--- src/design/imucf_pkg.sv ---
// Package with shared widths, constants and the arctangent table of the IMU filter.
`default_nettype none
package imucf_pkg;

  localparam int CORDIC_STEPS = 16;
  localparam int IT_W         = $clog2(CORDIC_STEPS);
  localparam int RAW_W        = 16;
  localparam int CW           = 36;   // CORDIC x/y datapath width
  localparam int ZW           = 27;   // CORDIC angle accumulator width
  localparam int EST_W        = 25;   // roll/pitch estimate width
  localparam int YAW_W        = 32;
  localparam int INC_W        = 26;   // gyro increment width
  localparam int WT_W         = 17;
  localparam logic [WT_W-1:0] WEIGHT_ONE   = 17'd65536;
  localparam logic [WT_W-1:0] WEIGHT_RESET = 17'd64225;
  localparam logic signed [ZW-1:0] HALF_TURN = 27'sd11796480;
  localparam logic [15:0] INV_GAIN = 16'd39797;
  localparam logic [9:0]  DIV_BY   = 10'd262;

  // atan(2^-i) in degrees with 16 fractional bits.
  function automatic logic signed [ZW-1:0] atan_deg(input logic [4:0] idx);
    logic signed [ZW-1:0] r;
    case (idx)
      5'd0: r = 27'sd2949120;
      5'd1: r = 27'sd1740967;
      5'd2: r = 27'sd919879;
      5'd3: r = 27'sd466945;
      5'd4: r = 27'sd234379;
      5'd5: r = 27'sd117304;
      5'd6: r = 27'sd58666;
      5'd7: r = 27'sd29335;
      5'd8: r = 27'sd14668;
      5'd9: r = 27'sd7334;
      5'd10: r = 27'sd3667;
      5'd11: r = 27'sd1833;
      5'd12: r = 27'sd917;
      5'd13: r = 27'sd458;
      5'd14: r = 27'sd229;
      5'd15: r = 27'sd115;
      5'd16: r = 27'sd57;
      5'd17: r = 27'sd29;
      5'd18: r = 27'sd14;
      5'd19: r = 27'sd7;
      5'd20: r = 27'sd4;
      5'd21: r = 27'sd2;
      5'd22: r = 27'sd1;
      default: r = '0;
    endcase
    return r;
  endfunction

endpackage
`default_nettype wire

--- src/design/imucf_div_lane.sv ---
// Bit-serial gyro increment lane: rounded raw*dt/(131*2^16) scaled to 16 fraction bits.
`default_nettype none
module imucf_div_lane
  import imucf_pkg::*;
(
  input  wire logic                    clk_i,
  input  wire logic                    rst_ni,
  input  wire logic                    start_i,
  input  wire logic signed [RAW_W-1:0] raw_i,
  input  wire logic        [15:0]      dt_i,
  output logic                         busy_o,
  output logic signed [INC_W-1:0]      inc_o
);

  logic [32:0] num_q, num_d;
  logic [8:0]  rem_q, rem_d;
  logic [5:0]  cnt_q, cnt_d;
  logic        neg_q, neg_d;

  logic signed [32:0] prod;
  logic        [31:0] prod_abs;
  logic        [9:0]  trial;
  logic        [24:0] quo;

  // Rounded quotient equals floor((2|n| + 131) / 262); one quotient bit per cycle.
  always_comb begin
    prod     = raw_i * $signed({1'b0, dt_i});
    prod_abs = prod[32] ? 32'(-prod) : prod[31:0];
    trial    = {rem_q, num_q[32]};
    num_d = num_q;
    rem_d = rem_q;
    cnt_d = cnt_q;
    neg_d = neg_q;
    if (start_i) begin
      num_d = {prod_abs, 1'b0} + 33'd131;
      rem_d = '0;
      cnt_d = 6'd33;
      neg_d = prod[32];
    end else if (cnt_q != '0) begin
      if (trial >= DIV_BY) begin
        rem_d = 9'(trial - DIV_BY);
        num_d = {num_q[31:0], 1'b1};
      end else begin
        rem_d = trial[8:0];
        num_d = {num_q[31:0], 1'b0};
      end
      cnt_d = cnt_q - 6'd1;
    end
  end

  always_ff @(posedge clk_i or negedge rst_ni) begin
    if (!rst_ni) begin
      cnt_q <= '0;
    end else begin
      cnt_q <= cnt_d;
    end
  end

  always_ff @(posedge clk_i) begin
    num_q <= num_d;
    rem_q <= rem_d;
    neg_q <= neg_d;
  end

  assign quo    = num_q[24:0];
  assign busy_o = (cnt_q != '0);
  assign inc_o  = neg_q ? -$signed({1'b0, quo}) : $signed({1'b0, quo});

endmodule
`default_nettype wire

--- config.mk ---
export PLATFORM = sky130hd
export DESIGN_NAME = imucf_div_lane
export DESIGN_NICKNAME = d
export VERILOG_FILES = /design/src/design/imucf_pkg.sv /design/src/design/imucf_div_lane.sv
export SDC_FILE = /design/constraint.sdc
export NUM_CORES = 1
export LEC_CHECK = 0
export BUFFER_PORTS_ARGS = -buffer_cell sky130_fd_sc_hd__buf_4
export CORE_AREA = 5 5 220 222
export CTS_BUF_LIST = sky130_fd_sc_hd__clkbuf_8
export DETAILED_ROUTE_END_ITERATION = 12
export DIE_AREA = 0 0 225 227
export GPL_TIMING_DRIVEN = 0
export SYNTH_ARGS = -nofsm -noshare
export SYNTH_HDL_FRONTEND = slang
export SYNTH_SLANG_ARGS = --single-unit
--- constraint.sdc ---
create_clock -name clk_i -period 5.39 [get_ports clk_i]
set_clock_uncertainty 0.2 [all_clocks]
set_input_delay 0.8085 -clock clk_i [delete_from_list [all_inputs] [get_ports clk_i]]
set_output_delay 0.8085 -clock clk_i [all_outputs]
set_load 0.005 [all_outputs]
==> impl_results.md <==
- H-tree levels: 2
- Root buffer selected by CTS: clkbuf_8
- Most frequent CP cell: fa_1
- IO Pins: 62
- CTS Buf Count: 5
- Core footprint: 46,200 um2
- Top cell type by total area after synthesis: fa_1
- Sequential area share after synthesis: 0.0984
- Synth top cells by count: inv_1 (268), nand2_1 (206), fa_1 (194)
- Slowest library cell on the worst path: fa_1
- # nets final: 2,174
- Wire length of the first global-routing pass: 64,300 um
- Iteration-0 DRC Markers: 760
- Compound-Gate Fraction of Synth Area: 0.116
- P&R area growth vs syn: 32.2%
- Crit path kind: input pin to flip-flop
- Post-Synth Adder-Cell Area: 0.399
- Die Wd: 225 um
- GRT overflow: 0
- Average wire per standard cell: 16.8 um
- Crit path launch type: input pin
- Worst Setup End Kind: flip-flop
- Final wirelength: 40,700 um
- Placed Instances: 2,304
- Slew margin rel.: 0.196
- Synth async-reset ratio: 0.122
- R2R Setup Slk: 2150 ps
- Number of remaining DRC errors: 0
- Final Setup Violations: 32
- Critical Path AT: 8190 ps
- EDFF count, synth: 34
- Post-Synth Simple-Gate Area: 0.207
- Via count: 12,100
- Mapped Area: 13,700 um2
- Port bufs: 61
- CTS clk-pin slew, worst paths: 100 ps
- Diodes inserted: 0
- Post-synthesis instance total: 1,636
- Slew @ Worst Pin: 1200 ps
- Final Max Slew Viols: 0
- Longest Clk Path Bufs: 2
- CP max stage delay: 580 ps
- Top-count cell post-synth: inv_1
- Largest family of logic cells by synthesized area: adder cells
- Violated checks: setup timing
- DRT antenna net count: 0
- Post-synthesis mux area share: 0.0159
- Final period utilization: 1.54
- Vias/cell: 4.98
- Largest net degree at the start of global routing: 34
- Ys flop type: edfxtp_1
- Final Hold Fails: 0
- Crit path max fanout: 7
- Synth cell types: 91
- Synth Register Bits: 49
- Post-synthesis xor/xnor area fraction: 0.0693
- DIE AREA: 51,100 um2
- Slack of the critical path: -2920 ps
- DRT Pass-1 Iters: 5
- Max Fclk: 120 MHz
- Initial antenna violation count: 0
- Post-Syn Nets: 1,992
- FP Rows: 79
- Via count of the first global-routing pass: 12,300
- Synth Warn #: 0
- Starting Density: 0.298
- Die Height: 227 um
- Worst-Skew Late Latency: 320 ps
- Hold buffers post-CTS: 0
- Share of cells above drive strength 1: 0.270
- Post-DP HPWL: 31,300 um
- Status: finished with violations
- Synth area leaders: fa_1 (28%), ha_1 (12%), edfxtp_1 (7.4%), inv_1 (7.3%), nand2_1 (5.6%)
- Worst min path class: input pin to asynchronous set/reset pin
- Minimum clock period: 8310 ps
- GPL Wtd Cong: 0.916
- Synth top area share: 0.283
- MaxCap Viol Count: 0
- Finished Layout Cells: 2,426
- CP required: 5270 ps
- TritonCTS clock tree: yes
- Final setup TNS: -74,620 ps
- GRT Total Usage: 0.152
- Clock Sink Count: 49
- Unrepaired setup endpoints after global routing: true
- Syn_area_per_cell: 8.39 um2
## per-stage QoR
step | util | area (um2) | hold WS [ps] | setup slack [ps]
floorplan | - | 14200 | 232 | -2860
global placement | 0.334 | 15400 | 241 | -3850
detailed placement | 0.334 | 15400 | 253 | -3910
CTS | 0.372 | 17200 | 61.1 | -2830
global route | 0.393 | 18200 | 56.9 | -3070
finish | 0.393 | 18200 | 69.7 | -2920
## layout by cell type (no fill, tap or decap), types with 15 or more instances in the layout
cell type / Yosys / final
ha_1: 127 / 111
a21oi_1: 67 / 47
a21oi_2: 4 / 15
xor2_1: 21 / 16
inv_2: 1 / 20
buf_6: 1 / 45
clkbuf_16: 0 / 21
nand2_1: 206 / 191
edfxtp_1: 34 / 34
buf_4: 2 / 142
nor2_1: 85 / 67
o21ai_0: 38 / 24
and2_1: 119 / 105
nor3_1: 25 / 17
inv_1: 268 / 248
xnor2_1: 84 / 68
fa_1: 194 / 182
## per-layer routing
metal | global-route usage | up-vias | wire length (um)
li1 | - | 5699 | -
met1 | 0.207 | 5862 | 17900
met2 | 0.260 | 451 | 19200
met3 | 0.0204 | 74 | 2560
met4 | 0.0308 | 0 | 974
met5 | 0 | - | 0
## path summary, 6_finish.rpt
path | cells after the start | to | from
max | 35 | num_q[29]$_DFFE_PP_ | dt_i[7]
min | 1 | cnt_q[0]$_DFFE_PN0P_ | rst_ni
max reg2reg | 7 | cnt_q[1]$_DFFE_PN0P_ | cnt_q[0]$_DFFE_PN0P_
min reg2reg | 2 | rem_q[8]$_SDFFE_PP0P_ | rem_q[8]$_SDFFE_PP0P_
max in group asynchronous | 1 | cnt_q[3]$_DFFE_PN0P_ | rst_ni
min in group clk_i | 2 | rem_q[8]$_SDFFE_PP0P_ | rem_q[8]$_SDFFE_PP0P_
## what timing repair did
item | 4_1_cts | 5_1_grt
gates cloned | 1 | 3
endpoints found under the setup margin | 32 | 32
resized for setup | 211 | 170
pin swaps | 84 | 90
setup buffers | 78 | 48
## state kept, by name (all words and copies together), names as in the netlist
| name | cells |
|---|---|
| cnt_q | 6 |
| neg_q | 1 |
| rem_q | 9 |
| num_q | 33 |
## worst max-delay path: cells and delay by family
family                   cells  cell delay, ps
AO/OA/AOI/OAI                8            1490
XOR/XNOR                     1             150
adder cells (fa/ha/maj)      8            3470
buffers and inverters       11            1020
AND/OR/NAND/NOR              7            1210
## cells by family (layout without fill, tap and decap cells)
| kind of cell | count (synthesis) | after routing |
|---|---|---|
| simple gates | 559 | 559 |
| buf+inv | 342 | 524 |
| fa+ha+maj | 321 | 321 |
| compound gates | 238 | 239 |
| xor+xnor | 107 | 107 |
| flops | 49 | 49 |
| mux | 20 | 20 |
## final cells by class
cell class / instances / area (um2)
fill: 4529 / 28000
multi-input combinational: 1246 / 12400
timing repair buffer: 183 / 1620
sequential: 49 / 1350
inverter: 271 / 1020
buffer: 62 / 873
tap: 607 / 759
clock buffer: 5 / 68.8
clock inverter: 3 / 25.0
Power is not shown: default switching activity piles up to over one toggle a cycle in this logic, so the estimate is an artifact.
