[src/design/imucf_pkg.sv]
// Package with shared widths, constants and the arctangent table of the IMU filter.
`default_nettype none
package imucf_pkg;

  localparam int CORDIC_STEPS = 16;
  localparam int IT_W         = $clog2(CORDIC_STEPS);
  localparam int RAW_W        = 16;
  localparam int CW           = 36;   // CORDIC x/y datapath width
  localparam int ZW           = 27;   // CORDIC angle accumulator width
  localparam int EST_W        = 25;   // roll/pitch estimate width
  localparam int YAW_W        = 32;
  localparam int INC_W        = 26;   // gyro increment width
  localparam int WT_W         = 17;
  localparam logic [WT_W-1:0] WEIGHT_ONE   = 17'd65536;
  localparam logic [WT_W-1:0] WEIGHT_RESET = 17'd64225;
  localparam logic signed [ZW-1:0] HALF_TURN = 27'sd11796480;
  localparam logic [15:0] INV_GAIN = 16'd39797;
  localparam logic [9:0]  DIV_BY   = 10'd262;

  // atan(2^-i) in degrees with 16 fractional bits.
  function automatic logic signed [ZW-1:0] atan_deg(input logic [4:0] idx);
    logic signed [ZW-1:0] r;
    case (idx)
      5'd0: r = 27'sd2949120;
      5'd1: r = 27'sd1740967;
      5'd2: r = 27'sd919879;
      5'd3: r = 27'sd466945;
      5'd4: r = 27'sd234379;
      5'd5: r = 27'sd117304;
      5'd6: r = 27'sd58666;
      5'd7: r = 27'sd29335;
      5'd8: r = 27'sd14668;
      5'd9: r = 27'sd7334;
      5'd10: r = 27'sd3667;
      5'd11: r = 27'sd1833;
      5'd12: r = 27'sd917;
      5'd13: r = 27'sd458;
      5'd14: r = 27'sd229;
      5'd15: r = 27'sd115;
      5'd16: r = 27'sd57;
      5'd17: r = 27'sd29;
      5'd18: r = 27'sd14;
      5'd19: r = 27'sd7;
      5'd20: r = 27'sd4;
      5'd21: r = 27'sd2;
      5'd22: r = 27'sd1;
      default: r = '0;
    endcase
    return r;
  endfunction

endpackage
`default_nettype wire

[src/design/imucf_core.sv]
// One registered CORDIC vectoring micro-rotation stage of the IMU filter.
`default_nettype none
module imucf_core
  import imucf_pkg::*;
(
  input  wire logic                 clk_i,
  input  wire logic                 rst_ni,
  input  wire logic                 load_i,
  input  wire logic                 en_i,
  input  wire logic [IT_W-1:0]      it_i,
  input  wire logic signed [CW-1:0] x_i,
  input  wire logic signed [CW-1:0] y_i,
  input  wire logic signed [ZW-1:0] z_i,
  output logic signed [CW-1:0]      x_o,
  output logic signed [CW-1:0]      y_o,
  output logic signed [ZW-1:0]      z_o
);
  // One CORDIC vectoring micro-rotation per cycle while en_i is high, registered.
  // A load takes the pass start values unrotated.
  logic signed [CW-1:0] dx, dy;
  logic signed [ZW-1:0] ang;

  always_comb begin
    ang = atan_deg(5'(it_i));
    dx  = y_i >>> it_i;
    dy  = x_i >>> it_i;
  end

  always_ff @(posedge clk_i or negedge rst_ni) begin
    if (!rst_ni) begin
      x_o <= '0;
      y_o <= '0;
      z_o <= '0;
    end else if (load_i) begin
      x_o <= x_i;
      y_o <= y_i;
      z_o <= z_i;
    end else if (en_i) begin
      if (!y_i[CW-1]) begin
        x_o <= x_i + dx;
        y_o <= y_i - dy;
        z_o <= z_i + ang;
      end else begin
        x_o <= x_i - dx;
        y_o <= y_i + dy;
        z_o <= z_i - ang;
      end
    end
  end
endmodule
`default_nettype wire

[config.mk]
export PLATFORM = sky130hd
export DESIGN_NAME = imucf_core
export DESIGN_NICKNAME = d
export VERILOG_FILES = /design/src/design/imucf_pkg.sv /design/src/design/imucf_core.sv
export SDC_FILE = /design/constraint.sdc
export NUM_CORES = 1
export LEC_CHECK = 0
export ABC_AREA = 0
export BUFFER_PORTS_ARGS = -buffer_cell sky130_fd_sc_hd__buf_4
export CORE_UTILIZATION = 30
export DETAILED_ROUTE_END_ITERATION = 8
export PLACE_DENSITY_LB_ADDON = 0.12
export SYNTH_ARGS = -nofsm -noshare
export SYNTH_HDL_FRONTEND = slang
export SYNTH_SLANG_ARGS = --single-unit
[constraint.sdc]
create_clock -name clk_i -period 1.1 [get_ports clk_i]
set_input_delay 0.22 -clock clk_i [delete_from_list [all_inputs] [get_ports clk_i]]
set_output_delay 0.22 -clock clk_i [all_outputs]
set_load 0.01 [all_outputs]
==> summary.md <==
| Metric | Value |
|---|---|
| Syn Area/Cell | `8.05 um^2` |
| Total CTS buffers | `9` |
| Run status | `finished, violations left` |
| Diode count | `0` |
| Max-Cap Viols | `0` |
| TritonCTS clock tree | `built` |
| H-tree Lvls | `3` |
| P_leak | `approximately 12 nW` |
| Drt drc | `0` |
| Ports | `roughly 210` |
| Initial antenna violation count | `3` |
| Grt total ovfl | `0` |
| Final hold vios | `0` |
| DPL Wire Length | `57,100 um` |
| Fillcell total | `around 4,800` |
| Fin cells | `3,529` |
| FMAX | `0.210 GHz` |
| Setup violations, final | `slightly below 200` |
| Critical Path End Type | `flip-flop` |
| RSZ-0062 raised after global routing | `yes` |
| CP required | `about 1.5 ns` |
| Post-synthesis sequential area ratio | `0.160` |
| Period minus WS final | `around 4.8 ns` |
| Crit-path slowest cell | `mux4_2` |
| First-pass GRT wire length | `108,000 um` |
| Slowest cell delay on critical path | `0.49 ns` |
| Pins Over Slew Limit | `0` |
| Violated checks | `negative setup slack` |
| Fin worst setup slack | `-3.66 ns` |
| Die height | `roughly 230 um` |
| R2r worst-path depth | `2` |
| DRC marker count from the first detailed-route iteration | `between 1,000 and 1,500` |
| TNS Setup | `-279.64 ns` |
| Layout area overhead | `74.4%` |
| PD cells | `1100 mW/mm^2` |
| Layout cells sized above 1 | `0.529` |
| Clk buf depth | `2` |
| Most used DFF post-synth | `dfrtp_1` |
| Largest cells by area after synthesis | `dfrtp_1 (16%), mux4_2 (11%), ha_1 (8.3%)` |
| Worst vdd ir | `0.744 mV` |
| Gate Count Post-Synth | `1,926` |
| Leading area contributor after synthesis | `dfrtp_1` |
| # rows | `just over 80` |
| Worst EP arrival | `slightly above 5 ns` |
| Total GRT Usage | `0.263` |
| Placed Instances | `around 3,400` |
| Hold Path Class | `input port to flip-flop` |
| Worst rel slew slack | `0.605` |
| Port Buffers | `between 200 and 250` |
| Place WS | `-4.40 ns` |
| Total core area | `0.0506 mm^2` |
| Number of synthesized register bits | `about 100` |
| Vias per cell | `between 5 and 6` |
| Clock Sink Count | `a little under 100` |
| Setup Skew | `0 ns` |
| NumNets Final | `about 3,000` |
| Syn Nets | `~2,100` |
| Routed vias | `18,600` |
| Post-route ant nets | `0` |
| Clock Root Buffer | `clkbuf_16` |
| Crit share post-route | `4.33` |
| CP Class | `input port to flip-flop` |
| CP startpoint kind | `input port` |
| Worst Path Max Fanout | `5` |
| Post-Syn Area | `around 0.016 mm^2` |
| Largest net degree at the start of global routing | `between 50 and 60` |
| Ys async rst share | `1.00` |
| Clk_lat worst skew | `around 0.4 ns` |
| Cell variety after synth | `78` |
| Top cell by count, worst path | `buf_4` |
| Reg clk slew, reported paths | `0.09 ns` |
| DR pass1 iterations | `5` |
| Die Width | `about 230 um` |
| Routed WL | `roughly 70,000 um` |
| Yosys top cell area share | `0.160` |
| Post-synth EDFFs | `0` |
| WL per Instance | `between 15 and 20 um` |
| Slew @ Worst Pin | `0.589 ns` |
| Initial Util | `0.307` |
| Die Area | `between 0.05 and 0.06 mm^2` |
| Vias in the first global route | `~19,000` |
| Hold path depth | `3` |
| Ys Warns | `0` |
| Placer Congestion | `between 0.9 and 1` |
| CP Cell Sequence | `buf_4 > mux4_2 > mux2_4 > nor4b_4 > a31oi_2 > a2111oi_4 > buf_4 > buf_4 > buf_6 > buf_6 > nor2_2 > xnor2_1 > ha_1 > and3_4 > a221o_1 > a41oi_2 > o31a_1 > nand4b_1 > and2_4 > a221o_1 > o41a_1 > xor2_1 > nand2_1 > a21oi_2` |
==> critical path: cells and delay by family <==
| kind | cells | cell delay (ns) |
|---|---|---|
| XOR/XNOR | 2 | 0.34 |
| adder cells (fa/ha/maj) | 1 | 0.28 |
| AND/OR/NAND/NOR | 6 | 0.83 |
| multiplexers | 2 | 0.79 |
| AO/OA/AOI/OAI | 8 | 2.02 |
| buffers and inverters | 5 | 0.61 |
==> power by group <==
part | switching [mW] | internal (mW)
Sequential | 0.429 | 4.27
Combinational | 10.1 | 11.5
Clock | 1.84 | 1.59
Total | 12.3 | 17.3
==> synthesized netlist by cell type, types with 31 or more instances <==
library cell,number
a21o_1,44
nand2_1,220
ha_1,103
clkbuf_1,76
dfrtp_1,99
inv_1,54
nand3_1,32
a31oi_1,41
mux4_2,74
mux2_2,37
xnor2_1,104
o21ai_0,174
nor2b_1,31
mux2i_1,125
a21oi_1,152
nor2_1,142
xor2_1,60
==> path summary, 6_finish.rpt <==
| path | from | endpoint | slack [ns] |
|---|---|---|---|
| setup / recovery | x_i[19] | y_o[34]$_DFFE_PN0P_ | -3.66 |
| hold / removal | z_i[24] | z_o[24]$_DFFE_PN0P_ | 0.03 |
| setup reg to reg | z_o[13]$_DFFE_PN0P_ | z_o[13]$_DFFE_PN0P_ | 0.07 |
| hold reg to reg | x_o[33]$_DFFE_PN0P_ | x_o[33]$_DFFE_PN0P_ | 0.53 |
| max in group asynchronous | rst_ni | y_o[3]$_DFFE_PN0P_ | 0.45 |
| min in group asynchronous | rst_ni | z_o[9]$_DFFE_PN0P_ | 0.33 |
==> cell usage in the layout (no fill, tap or decap), types with 41 or more instances in the layout <==
master	n
inv_1	49
xnor2_1	81
mux4_2	74
nor2_1	117
buf_4	891
o21ai_1	111
a21oi_1	93
mux2i_1	119
ha_1	85
nand2_1	201
xor2_1	49
buf_6	95
a21oi_2	50
a21o_1	44
o21ai_0	41
dfrtp_1	99
==> registers in the layout, summed over array words and instances, names as in the netlist <==
signal and cells:
x_o 36, y_o 36, z_o 27
==> routing by layer <==
| metal | vias to the layer above | global-route usage | wire length, um |
|---|---|---|---|
| met5 | - | 0 | 49 |
| met4 | 6 | 0.0890 | 2070 |
| met3 | 100 | 0.0335 | 2830 |
| met2 | 453 | 0.464 | 35700 |
| met1 | 9054 | 0.327 | 29900 |
| li1 | 8972 | - | - |
==> area by class of cell <==
| class | instances | area (um^2) | area share |
|---|---|---|---|
| repair buffers | 1034 | 8740 | 0.323 |
| well taps | 672 | 841 | 0.0311 |
| clock buffers | 9 | 225 | 0.00832 |
| inverters | 56 | 234 | 0.00865 |
| flip-flops and latches | 99 | 2480 | 0.0916 |
| multi-input cells | 1652 | 14500 | 0.535 |
| clock inverters | 7 | 68.8 | 0.00254 |
==> cells by family after synthesis <==
family                   Yosys count  synth area share
adder cells (fa/ha/maj)          106            0.0869
buffers and inverters            175            0.0464
AO/OA/AOI/OAI                    575             0.226
AND/OR/NAND/NOR                  571             0.174
XOR/XNOR                         164            0.0926
flip-flops                        99             0.160
multiplexers                     236             0.215
==> metrics by stage <==
stage | hold slack, ns | utilization | area [um^2] | total power, mW
floorplan | -0.0756 | - | 16600 | 14.6
global placement | 0.230 | 0.467 | 23600 | 22.9
detailed placement | 0.230 | 0.467 | 23600 | 23.1
CTS | 0.0106 | 0.511 | 25800 | 28.6
global route | 0.0397 | 0.535 | 27100 | 31.6
finish | 0.0339 | 0.535 | 27100 | 29.7
==> timing repair <==
| action | CTS | global route |
|---|---|---|
| hold buffers | 1 | 0 |
| hold endpoints to repair | 99 | 0 |
| gates resized for setup | 264 | 183 |
| endpoints found under the setup margin | 198 | 198 |
| buffers inserted | 73 | 55 |
| pin swaps | 162 | 139 |
| cloned | 6 | 3 |
Note: power is estimated with default switching activity, not from simulation.
